## src/rtl/core/mlpfi_pkg.sv

```systemverilog
// shared types and constants for the two-layer perceptron inference block
`default_nettype none
package mlpfi_pkg;

   // input beat
   typedef struct packed {
      logic [1:0]         kind;
      logic [5:0]         row;
      logic [5:0]         col;
      logic signed [15:0] value;
      logic               last;
   } mlpfi_req_type;

   // result beat
   typedef struct packed {
      logic [3:0]  node_index;
      logic [12:0] activation;
      logic        final_res;
   } mlpfi_rsp_type;

   // classified operation handed from the front to the back
   typedef struct packed {
      logic [1:0]         op;
      logic               start;
      logic [5:0]         row;
      logic [5:0]         col;
      logic signed [15:0] value;
   } mlpfi_op_type;

   localparam logic [1:0] KIND_WR_HID  = 2'd0;
   localparam logic [1:0] KIND_WR_OUT  = 2'd1;
   localparam logic [1:0] KIND_FEATURE = 2'd2;

   localparam logic [1:0] OP_WR_HID = 2'd0;
   localparam logic [1:0] OP_WR_OUT = 2'd1;
   localparam logic [1:0] OP_FEAT   = 2'd2;
   localparam logic [1:0] OP_RUN    = 2'd3;

   localparam logic [1:0] CSR_INPUTS  = 2'd0;
   localparam logic [1:0] CSR_HIDDEN  = 2'd1;
   localparam logic [1:0] CSR_OUTPUTS = 2'd2;

   localparam logic [6:0] RESET_INPUTS  = 7'd12;
   localparam logic [6:0] RESET_HIDDEN  = 7'd9;
   localparam logic [4:0] RESET_OUTPUTS = 5'd4;

   localparam int RESULT_LIMIT = 16;
   localparam int ACC_W        = 40;
   localparam int QUEUE_DEPTH  = 4;
   localparam int QP_W         = 2;

   localparam logic [30:0] ONE_Q30 = 31'd1073741824;

   // exp(-2^k/4096) in Q0.30
   localparam logic [29:0] EXP_NEG_BIT [15] = '{
      30'd1073479712, 30'd1073217664, 30'd1072693760, 30'd1071646719,
      30'd1069555701, 30'd1065385899, 30'd1057095000, 30'd1040706261,
      30'd1008687096, 30'd947573834,  30'd836230973,  30'd651257337,
      30'd395007542,  30'd145315154,  30'd19666268
   };

endpackage
`default_nettype wire

```

## src/rtl/core/mlpfi_front.sv

```systemverilog
// input classification and operation queue
`default_nettype none
module mlpfi_front import mlpfi_pkg::*; #(
   parameter int MAX_INPUTS  = 64,
   parameter int MAX_HIDDEN  = 64,
   parameter int MAX_OUTPUTS = 16
) (
   input  wire logic          clock,
   input  wire logic          reset,
   input  wire logic          req_valid,
   output logic               req_stall,
   input  wire mlpfi_req_type req_data,
   output logic               q_valid,
   output mlpfi_op_type       q_op,
   input  wire logic          q_pop
);

   mlpfi_op_type       entry_ff [QUEUE_DEPTH];
   logic [QP_W-1:0]    wr_ptr_ff, wr_ptr_in;
   logic [QP_W-1:0]    rd_ptr_ff, rd_ptr_in;
   logic [QP_W:0]      count_ff, count_in;
   logic               keep;
   logic               push;
   mlpfi_op_type       op;

   always_comb begin
      keep     = 1'b0;
      op.op    = OP_RUN;
      op.start = 1'b0;
      op.row   = req_data.row;
      op.col   = req_data.col;
      op.value = req_data.value;
      case (req_data.kind)
         KIND_WR_HID: begin
            op.op = OP_WR_HID;
            keep  = (int'(req_data.row) < MAX_HIDDEN) && (int'(req_data.col) < MAX_INPUTS);
         end
         KIND_WR_OUT: begin
            op.op = OP_WR_OUT;
            keep  = (int'(req_data.row) < MAX_OUTPUTS) && (int'(req_data.col) < MAX_HIDDEN);
         end
         KIND_FEATURE: begin
            // a feature beyond the buffer is dropped but last still runs
            op.start = req_data.last;
            if (int'(req_data.col) < MAX_INPUTS) begin
               op.op = OP_FEAT;
               keep  = 1'b1;
            end else begin
               op.op = OP_RUN;
               keep  = req_data.last;
            end
         end
         default: begin
            keep = 1'b0;
         end
      endcase
   end

   assign req_stall = (count_ff == (QP_W+1)'(QUEUE_DEPTH));
   assign push      = req_valid && !req_stall && keep;
   assign q_valid   = (count_ff != '0);
   assign q_op      = entry_ff[rd_ptr_ff];

   always_comb begin
      wr_ptr_in = push  ? wr_ptr_ff + 1'b1 : wr_ptr_ff;
      rd_ptr_in = q_pop ? rd_ptr_ff + 1'b1 : rd_ptr_ff;
      count_in  = count_ff;
      if (push && !q_pop) begin
         count_in = count_ff + 1'b1;
      end else if (!push && q_pop) begin
         count_in = count_ff - 1'b1;
      end
   end

   always_ff @(posedge clock) begin
      if (reset) begin
         wr_ptr_ff <= '0;
         rd_ptr_ff <= '0;
         count_ff  <= '0;
      end else begin
         wr_ptr_ff <= wr_ptr_in;
         rd_ptr_ff <= rd_ptr_in;
         count_ff  <= count_in;
      end
   end

   always_ff @(posedge clock) begin
      if (push) begin
         entry_ff[wr_ptr_ff] <= op;
      end
   end

endmodule
`default_nettype wire

```

## config.mk

```make
export PLATFORM = sky130hd
export DESIGN_NAME = mlpfi_front
export DESIGN_NICKNAME = d
export VERILOG_FILES = /design/src/rtl/core/mlpfi_pkg.sv /design/src/rtl/core/mlpfi_front.sv
export SDC_FILE = /design/constraint.sdc
export NUM_CORES = 1
export LEC_CHECK = 0
export BUFFER_PORTS_ARGS = -buffer_cell sky130_fd_sc_hd__buf_2
export CORE_ASPECT_RATIO = 1.2
export CORE_MARGIN = 5
export CORE_UTILIZATION = 40
export CTS_BUF_LIST = sky130_fd_sc_hd__clkbuf_8
export CTS_CLUSTER_DIAMETER = 50
export DETAILED_ROUTE_END_ITERATION = 8
export PLACE_DENSITY_LB_ADDON = 0.3
export SYNTH_ARGS = -nofsm -noshare
export SYNTH_HDL_FRONTEND = slang
export SYNTH_SLANG_ARGS = --single-unit
```

## constraint.sdc

```tcl
create_clock -name clock -period 2.9 [get_ports clock]
set_clock_uncertainty 0.2 [all_clocks]
set_input_delay 0.58 -clock clock [delete_from_list [all_inputs] [get_ports clock]]
set_output_delay 0.58 -clock clock [all_outputs]
set_load 0.01 [all_outputs]
```

# Yosys cells after proc, flatten, opt, wreduce, memory -nomap -nowiden
# Memories as Yosys holds them, arrays and structs flattened. A register that Yosys moved wholly into a read port is not among the register bits.
# Index checks and enable logic that the tools add are counted.
# Widths: inputs -> output; s select.
# op_classes
add_sub_neg	4
order_cmp	1
eq_ne	3
muxes	9
reduce_logical	11
# ops
cell	count
$lt 6x5->1 const B	1
$mux 3	2
$pmux 2 s3	1
$add 2x1->2 const B	2
$logic_and 1x1->1	4
$mux 2	2
$add 3x1->3 const B	1
$eq 3x3->1 const B	1
$logic_not 1->1	3
$mux 1	3
$reduce_bool 3->1	1
$sub 3x1->3 const B	1
$eq 2x1->1 const B	1
$eq 2x2->1 const B	1
$logic_not 2->1	1
$pmux 1 s2	1
$reduce_bool 2->1	1
$reduce_or 2->1	1
# totals
ff_bits	7
mem_bits_rw	124
inputBits	35
output_inout_bits	33
elab_cells	32
mem_count	1
# memory_table
name	words	width	rd	rd_clocked_by_memory_dff	write_ports	line_no	rtl
entry_ff	4	31	1	1	1	mlpfi_front.sv:18	mlpfi_op_type entry_ff [QUEUE_DEPTH];

# Depth between registers and ports, before layout
# Gate-level depths: netlist of run 1.
# logic_depth
depth_word	8
depth_mapped	8
ltp_nobuf	8

# Worst setup path before layout of run 1
# Ideal clock, no wire load.
# synth_timing
kind	input-to-reg
start	input port req_data[30] (netlist bit)
end	register count_ff[2]
setup_ns	0.070
arrival_time_ns	2.398
t_required_ns	2.630
slack_ns	0.232
cell_stages	8
path_buffers	0
cell_sequence	o31a_1 nor3b_4 ha_1 inv_1 fa_1 xor2_1 or3_1 a21oi_1
# synth_via
elab_chain_len	7
word_cells_on_any_way	11
classes_between	2 x eq/ne; 2 x mux; 7 x reduce/logical
# synth_rtl
item	line_no	rtl
from (decl)	mlpfi_front.sv:12	input wire mlpfi_req_type req_data,
$eq 2x2->1 / $logic_not 2->1 (equally long branches)	mlpfi_front.sv:33	case (req_data.kind)
$reduce_or 2->1 (no source line)	n/a	
$pmux 1 s2 *	mlpfi_front.sv:33	
$logic_and 1x1->1 *	mlpfi_front.sv:60	assign push = req_valid && !req_stall && keep;
net push	mlpfi_front.sv:23	logic push;
$logic_not 1->1	mlpfi_front.sv:70	end else if (!push && q_pop) begin
$logic_and 1x1->1	mlpfi_front.sv:70	
$reduce_bool 2->1 (no source line)	n/a	
to (signal assigned)	mlpfi_front.sv:83	count_ff <= count_in;
to (decl)	mlpfi_front.sv:21	logic [QP_W:0] count_ff, count_in;
# Mark *: on every way through the listed nets, which the timed path passes. The rest lies on a longest branch.
# A chain may end at the register's enable or synchronous reset.

==> results of run 1 <==
[cell type report]
type                    count  area (um2)  share of cell area (%)
flip-flops and latches    133        3910                    66.2
multi-input cells          67         988                    16.7
repair buffers             77         460                    7.80
clock buffers              17         234                    3.96
well taps                 161         201                    3.41
clock inverters            15        98.8                    1.67
inverters                   4        15.0                   0.254
[flip-flops by register name, summed over array words and instances, names as in the netlist, named ones only]
register	cells
count_ff	3
entry_ff	124
rd_ptr_ff	2
wr_ptr_ff	2
[routing by layer]
metal  GRT usage, %  part of all wire (%)
met4           5.48                   1.0
met3           4.04                   4.3
met1           15.4                    44
met5              0                 0.083
met2           19.5                    51
[critical path, cell delays in order, from the launching register on]
cell and delay (ns):
dfxtp_2 0.32, buf_4 0.33, mux4_2 0.57, buf_2 0.16
[through the flow]
stage | hold WS [ns] | total power (uW) | util [%] | std cells
after global routing | 0.144 | 4140 | 48.8 | 474
after global placement | 0.276 | 2720 | 46.0 | 442
after detailed placement | 0.294 | 2730 | 46.0 | 442
after CTS | 0.145 | 4010 | 48.8 | 474
final | 0.181 | 3960 | 48.8 | 474
after floorplan | 0.261 | 2530 | - | 213
[cell usage in the layout, fill, tap and decap left out, types with 2 or more instances in the layout]
master,n
dfxtp_1,7
dfxtp_2,2
and2_2,4
ha_1,5
nand2_1,2
mux4_2,31
nor2_1,8
mux2i_1,2
buf_2,67
nand2b_1,2
inv_1,6
or3_1,2
clkinv_1,3
clkbuf_8,17
clkinvlp_4,2
edfxtp_1,124
buf_12,4
buf_4,6
xor2_1,3
clkinv_2,7
[logic make-up after synthesis]
group / share of synthesized area (%)
flip-flops: 78.8
multiplexers: 14.8
AND/OR/NAND/NOR: 2.40
buffers and inverters: 1.19
adder cells (fa/ha/maj): 1.67
XOR/XNOR: 0.708
AO/OA/AOI/OAI: 0.379
[where the power goes]
part,switching (uW),internal [uW]
sequential,36.8,2190
combinational,226,219
clock,637,648
total,900,3060
[worst max path at each step]
stage                                     endpoint  slack, ns  cells past startpoint
after floorplan           count_ff[2]$_SDFFE_PP0P_       0.23                      8
after global placement    count_ff[2]$_SDFFE_PP0P_       0.18                      9
after detailed placement  count_ff[2]$_SDFFE_PP0P_        0.1                      9
after CTS                                 q_op[22]       0.25                      3
after global routing                      q_op[13]       0.17                      3
final                                     q_op[22]       0.32                      3
==> impl_metrics.toml, run 1 <==
[critical_path]
startpoint_type = "register"
critPathMaxFanout = 17
end_kind = "primary output"
r2r_start = "count_ff[0]$_SDFFE_PP0P_"
r2r-end = "count_ff[2]$_SDFFE_PP0P_"
worstPathRequired_ns = 2.12
reg2regPathDepth = 8
worstPathArrival_ns = 1.80
ff2ff_setup_slack_ns = 0.65
crit_type = "reg2out"

[placement]
pre_cts_ws_ns = 0.0986
gp_congestion = 0.653
place_hpwl_mm = 5.16
placed_area_mm2 = 0.00557
port_buffers = 67

[route]
routedWlPerCell_um = 17.8
drc = 0
viasPerCell = 4.77
wl_mm = 8.44
firstDrtPassIters = 4
vias = 2261
ant_nets = 0
drt_iter0_markers = 111

[min_path]
worstHoldStart = "req_data[6]"
hp-class = "in2reg"
hold_end = "entry_ff[3][5]$_DFFE_PP_"
hold_depth = 1

[cells_and_area]
nFillCells = 1054
antenna_cells = 0
stdcell_area_mm2 = 0.00590
num-nets-final = 341
syn2layout_area_growth_pct = 19.3
drive_above_1_share_pct = 45.7

[synthesis]
synth_most_common_cell = "edfxtp_1"
synthDistinctLibCells = 24
synth.area.top_cells = "edfxtp_1 75%, mux4_2 14%, dfxtp_1 3.6%, ha_1 1.3%, and2_2 0.61%"
yosysTopAreaCell = "edfxtp_1"
synth_area_per_cell_um2 = 23.2
synth-main-ff-cell = "edfxtp_1"
yosysWarnings = 0
synth_edf_count = 124
async_flop_share_pct = 0
ys_seq_area_share_pct = 78.8
syn_nets = 254
yosys-top-cells-count = "124 x edfxtp_1, 31 x mux4_2, 9 x dfxtp_1"
syn_inst = 213
synth-seq-cells = 133
netlist_area_mm2 = 0.00495
yosysTopAreaCellShare_pct = 75.2

[clocking]
cts_root_buffer = "clkbuf_8"
cts_resized = 0
insertion_delay_ns = 0.42
ctsHoldBuffers = 0
cts_max_level = 4
clkTransAtPathRegs_ns = 0.07
clkSinkCount = 133
clk_path_buf_depth = 2
cts_tree = "done"
numCtsBuffers = 17
cts_setup_buffers = 0

[floorplan]
die_h_um = 132
coreArea_mm2 = 0.0121
io_pins = 68
rows = 44
start_util_pct = 40.9
die_area_mm2 = 0.0147
die_x_um = 112

[sta]
final.min_clock_period_ns = 2.58
finalWorstSetupSlack_ns = 0.316
period_share_pct = 89.1
finalSetupTns_ns = 0
tightest_slew_ns = 0.476
maxSlewHeadroom_pct = 68.2
maxSlewViolCount = 0
max_clock_freq_mhz = 387
grt_setup_unrepaired = "no"
setup_violations = 0
hold_violations = 0

[global_routing]
grt_pass1_vias = 2504
grt_pass1_wl_mm = 13.5
grt_max_degree = 32
grt_usage_pct = 12.3
antenna_found_initial = 1
overflow = 0

[job]
maxCapViolations = 0

[pwr]
peakVddDrop_v = 0.000285
p_leak_uw = 0.00203
cellPowerDensity_mw_per_mm2 = 670

[outcome]
status = "completed"
No activity file was read; power rests on OpenSTA's default activity.
==> run 2, diff against run 1 <==
--- a/config.mk
+++ b/config.mk
@@ -13,6 +13,7 @@
 export CTS_CLUSTER_DIAMETER = 50
 export DETAILED_ROUTE_END_ITERATION = 8
 export PLACE_DENSITY_LB_ADDON = 0.3
+export RECOVER_POWER = 100
 export SYNTH_ARGS = -nofsm -noshare
 export SYNTH_HDL_FRONTEND = slang
 export SYNTH_SLANG_ARGS = --single-unit
==> run 2 against run 1 <==
Sequential share of layout area increased by 1.7 points. Critical path depth up 3. Count of clock-buffer cells in the layout stayed put. Sequential power hardly changed. Core utilization fell by 1.2 points. Global-route usage unchanged. Worst hold slack better by 0.044 ns. Combinational power down 8.1%. Fmax decreased by 2.4%. Flip-flop and latch count unchanged. Largest power group unchanged.
==> impl_metrics.toml, run 2 (same netlist as run 1, synthesis figures left out) <==
[outcome]
status = "completed"

[cells_and_area]
final_common_cell = "edfxtp_1"
final_cell_mix = "124 x edfxtp_1, 63 x clkbuf_1, 31 x mux4_2, 17 x clkbuf_8"
multi_input_area_um2 = 976
syn2layout_area_growth_pct = 16.4
largest_reg_flops = 124
largest-register = "entry_ff"
seqCellArea_mm2 = 0.00391
num-nets-final = 341
antenna_cells = 0
reg_top3 = "entry_ff (124), count_ff (3)"
nFillCells = 1091
drive_above_1_share_pct = 24.9
fin_cells = 474

[floorplan]
start_util_pct = 40.9
io_pins = 68
die_area_mm2 = 0.0147
coreArea_mm2 = 0.0121
rows = 44
die_x_um = 112
die_h_um = 132

[route]
firstDrtPassIters = 7
ant_nets = 0
wl_mm = 8.41
routedWlPerCell_um = 17.7
drt_iter0_markers = 107
viasPerCell = 4.77
drc = 0
vias = 2262

[critical_path]
reg2regPathDepth = 5
path_common_cell = "clkbuf_1"
r2r_start = "count_ff[0]$_SDFFE_PP0P_"
slowest_delay_ns = 0.65
cpMaxStageDelayCell = "buf_2"
ff2ff_setup_slack_ns = 0.39
crit_chain = "clkbuf_1, o31a_1, nor3b_1, clkbuf_1, and2_2, buf_2"
worstPathRequired_ns = 2.74
critPathMaxFanout = 31
worstPathArrival_ns = 2.48
crit_type = "in2reg"
startpoint_type = "primary input"
end_kind = "register"
r2r-end = "entry_ff[2][30]$_DFFE_PP_"

[sta]
hold_violations = 0
maxSlewHeadroom_pct = 44.1
setup_violations = 0
final.min_clock_period_ns = 2.65
period_share_pct = 91.3
grt_setup_unrepaired = "no"
maxSlewViolCount = 0
tightest_slew_ns = 0.838
max_clock_freq_mhz = 378
finalSetupTns_ns = 0

[clocking]
cts_max_level = 4
clk_path_buf_depth = 2
numCtsBuffers = 17
clkTransAtPathRegs_ns = 0.06
insertion_delay_ns = 0.41
ctsHoldBuffers = 0
cts_setup_buffers = 0
cts_tree = "done"
cts_root_buffer = "clkbuf_8"
cts_resized = 0
clkSinkCount = 133

[job]
maxCapViolations = 0

[min_path]
worstHoldStart = "req_data[11]"
hold_end = "entry_ff[0][10]$_DFFE_PP_"
hp-class = "in2reg"
hold_depth = 1

[pwr]
p_leak_uw = 0.00183
cellPowerDensity_mw_per_mm2 = 681
peakVddDrop_v = 0.000265

[global_routing]
overflow = 0
grt_max_degree = 32
grt_pass1_vias = 2504
grt_pass1_wl_mm = 13.5
grt_usage_pct = 12.3
antenna_found_initial = 0

[placement]
gp_congestion = 0.653
place_hpwl_mm = 5.16
port_buffers = 67
dp_cells = 442
==> run 2: cell types whose count changed in the layout (fill, tap and decap cells not counted), moves of 2 or more <==
cell and change:
clkbuf_1 +63, buf_2 -59, buf_4 -6, buf_12 -3
clkbuf_4 +3, clkbuf_2 +2
==> run 2: where the power goes <==
group | total (uW) | switching (uW) | leakage, uW | internal (uW)
logic | 409 | 225 | 0.000448 | 184
registers | 2230 | 36.5 | 0.00120 | 2190
clock network | 1280 | 637 | 0.000179 | 648
total | 3920 | 898 | 0.00183 | 3020
==> run 2: worst max path at each step <==
stage                  from                         to  slack (ns)  cells after the start
2_1_floorplan  req_data[30]   count_ff[2]$_SDFFE_PP0P_        0.23                      8
3_3_place_gp   req_data[30]   count_ff[2]$_SDFFE_PP0P_        0.18                      9
3_5_place_dp   req_data[30]   count_ff[2]$_SDFFE_PP0P_         0.1                      9
4_1_cts            register                   q_op[22]        0.25                      3
5_1_grt        req_data[30]  entry_ff[2][30]$_DFFE_PP_        0.11                      6
6_report       req_data[30]  entry_ff[2][30]$_DFFE_PP_        0.25                      6
==> run 2: per-layer routing <==
layer	part of all wire (%)	global-route usage (%)	wire length, um	vias to the layer above
met2	51	19.5	4290	60
li1	-	-	-	1047
met1	44	15.4	3670	1151
met4	0.95	5.48	80	0
met3	4.4	4.04	366	4
met5	0	0	0	-
==> run 2: critical path, delay by kind of cell <==
kind | cells | cell delay, ns
buf+inv | 3 | 1.08
simple gates | 2 | 0.48
compound gates | 1 | 0.32
==> run 2: cell type report <==
cell class	count	area share [%]
flip-flops and latches	133	67.8
multi-input cells	67	16.9
repair buffers	77	5.71
clock buffers	17	4.06
well taps	161	3.50
clock inverters	15	1.72
inverters	4	0.261
==> run 2: per-stage QoR <==
step / hold WS, ns / total power, uW / util (%) / instance area [um2] / setup slack [ns]
floorplan: 0.261 / 2530 / - / 4950 / 0.232
global placement: 0.276 / 2720 / 46.0 / 5570 / 0.177
detailed placement: 0.294 / 2730 / 46.0 / 5570 / 0.0986
CTS: 0.145 / 4010 / 48.8 / 5900 / 0.246
global route: 0.193 / 4110 / 47.6 / 5760 / 0.113
finish: 0.225 / 3920 / 47.6 / 5760 / 0.253
==> run 3, diff against run 2 <==
--- a/config.mk
+++ b/config.mk
@@ -6,7 +6,6 @@
 export NUM_CORES = 1
 export LEC_CHECK = 0
 export BUFFER_PORTS_ARGS = -buffer_cell sky130_fd_sc_hd__buf_2
-export CORE_ASPECT_RATIO = 1.2
 export CORE_MARGIN = 5
 export CORE_UTILIZATION = 40
 export CTS_BUF_LIST = sky130_fd_sc_hd__clkbuf_8
==> run 3 against run 2 <==
Global-route usage increased by 0.20 points. Fmax decreased by 1.1%. Sequential share of layout area decreased by 0.35 points. Count of clock-buffer cells in the layout unchanged. Sequential power about the same. Register-to-register slack improved by 0.05 ns. Flip-flop and latch count unchanged. First-iteration DRC count increased by 36%. Highest routed layer unchanged. Critical path type is now reg2out. Via count increased by 0.66%. Cell area increased by 0.52%. Worst hold slack got worse by 0.020 ns.
==> impl_metrics.toml, run 3 (same netlist as run 1, synthesis figures left out) <==
[outcome]
status = "completed"

[clocking]
ctsHoldBuffers = 0
cts_tree = "done"
cts_max_level = 4
cts_setup_buffers = 0
clkTransAtPathRegs_ns = 0.07
clk_path_buf_depth = 2
cts_resized = 0
numCtsBuffers = 17
insertion_delay_ns = 0.43
cts_root_buffer = "clkbuf_8"
clkSinkCount = 133

[cells_and_area]
stdcell_area_mm2 = 0.00579
final_common_cell = "edfxtp_1"
largest-register = "entry_ff"
drive_above_1_share_pct = 24.3
fin_cells = 481
syn2layout_area_growth_pct = 17.0
num-nets-final = 343
largest_reg_flops = 124
reg_top3 = "entry_ff (124), count_ff (3)"
nFillCells = 1059
antenna_cells = 0
final_cell_mix = "124 x edfxtp_1, 66 x clkbuf_1, 31 x mux4_2, 17 x clkbuf_8, 8 x nor2_1"

[pwr]
cellPowerDensity_mw_per_mm2 = 693
total_power_uw = 4020
p_leak_uw = 0.00183
p_seq_share_pct = 55.5
clockPowerShare_pct = 34.4
switching_power_uw = 909
p_int_uw = 3110
swShare_pct = 22.6
combPwrFrac_pct = 10.2
peakVddDrop_v = 0.000392

[critical_path]
path_depth = 3
startpoint_type = "register"
slowest_delay_ns = 0.59
crit_chain = "clkbuf_4, mux4_2, clkbuf_1"
critPathMaxFanout = 19
end_kind = "primary output"
r2r-end = "entry_ff[3][27]$_DFFE_PP_"
r2r_start = "count_ff[0]$_SDFFE_PP0P_"
worstPathArrival_ns = 1.90
reg2regPathDepth = 5
ff2ff_setup_slack_ns = 0.44
path_delay_family = "multiplexers"
setup.worst_path.end = "q_op[21]"
cpMaxStageDelayCell = "mux4_2"
crit_type = "reg2out"
path_buf_inv = 2
worstPathRequired_ns = 2.12

[route]
drc = 0
viasPerCell = 4.73
routedWlPerCell_um = 17.4
drt_iter0_markers = 145
wl_mm = 8.37
ant_nets = 0
firstDrtPassIters = 4
vias = 2277

[placement]
place_hpwl_mm = 5.31
dp_cells = 451
port_buffers = 67
pre_cts_ws_ns = 0.131
placed_area_mm2 = 0.00556
gp_congestion = 0.667

[floorplan]
start_util_pct = 41.0
rows = 40
coreArea_mm2 = 0.0121
die_h_um = 121
io_pins = 68
die_area_mm2 = 0.0147
die_x_um = 121

[global_routing]
grt_usage_pct = 12.5
grt_max_degree = 21
antenna_found_initial = 0
grt_pass1_wl_mm = 13.3
overflow = 0
grt_pass1_vias = 2512

[sta]
max_clock_freq_mhz = 374
maxSlewViolCount = 0
maxSlewHeadroom_pct = 43.3
period_share_pct = 92.3
finalSetupTns_ns = 0
final.min_clock_period_ns = 2.68
setup_violations = 0
tightest_slew_ns = 0.851
grt_setup_unrepaired = "no"
hold_violations = 0
finalWorstSetupSlack_ns = 0.223

[min_path]
hp-class = "in2reg"

[job]
maxCapViolations = 0
==> run 3: worst min path at each step <==
stage / from / depth (start not counted) / endpoint / slack [ns]
floorplan: count_ff[2]$_SDFFE_PP0P_ / 2 / count_ff[2]$_SDFFE_PP0P_ / 0.26
global placement: count_ff[2]$_SDFFE_PP0P_ / 2 / count_ff[2]$_SDFFE_PP0P_ / 0.28
detailed placement: count_ff[2]$_SDFFE_PP0P_ / 2 / count_ff[2]$_SDFFE_PP0P_ / 0.29
CTS: req_data[22] / 1 / entry_ff[3][21]$_DFFE_PP_ / 0.13
global route: req_data[19] / 1 / entry_ff[0][18]$_DFFE_PP_ / 0.18
finish: req_data[22] / 1 / entry_ff[3][21]$_DFFE_PP_ / 0.21
==> run 3: routing by layer <==
metal  track usage [%]  wire length (um)  share of wire, %
met3              5.78               548               6.5
met2              19.7              4100                49
met1              15.4              3620                43
met5                 0                 0                 0
met4              3.99               101               1.2
==> run 3: power by group through the flow <==
stage | registers (uW) | logic, uW | clock network [uW]
after global placement | 2260 | 449 | 0
after detailed placement | 2270 | 456 | 0
after CTS | 2230 | 457 | 1420
after global routing | 2240 | 454 | 1520
after floorplan | 2250 | 279 | 0
final | 2230 | 409 | 1380
==> run 3: final cells by class <==
class	count	area, um2	share of cell area (%)
multi-input cells	67	973	16.8
clock inverters	13	119	2.05
well taps	168	210	3.63
repair buffers	79	333	5.75
flip-flops and latches	133	3910	67.5
clock buffers	17	234	4.04
inverters	4	15.0	0.259
==> run 3: stage by stage <==
stage / utilization (%) / hold slack, ns
floorplan: - / 0.261
global placement: 46.1 / 0.283
detailed placement: 46.1 / 0.293
CTS: 49.0 / 0.126
global route: 48.0 / 0.180
finish: 48.0 / 0.205
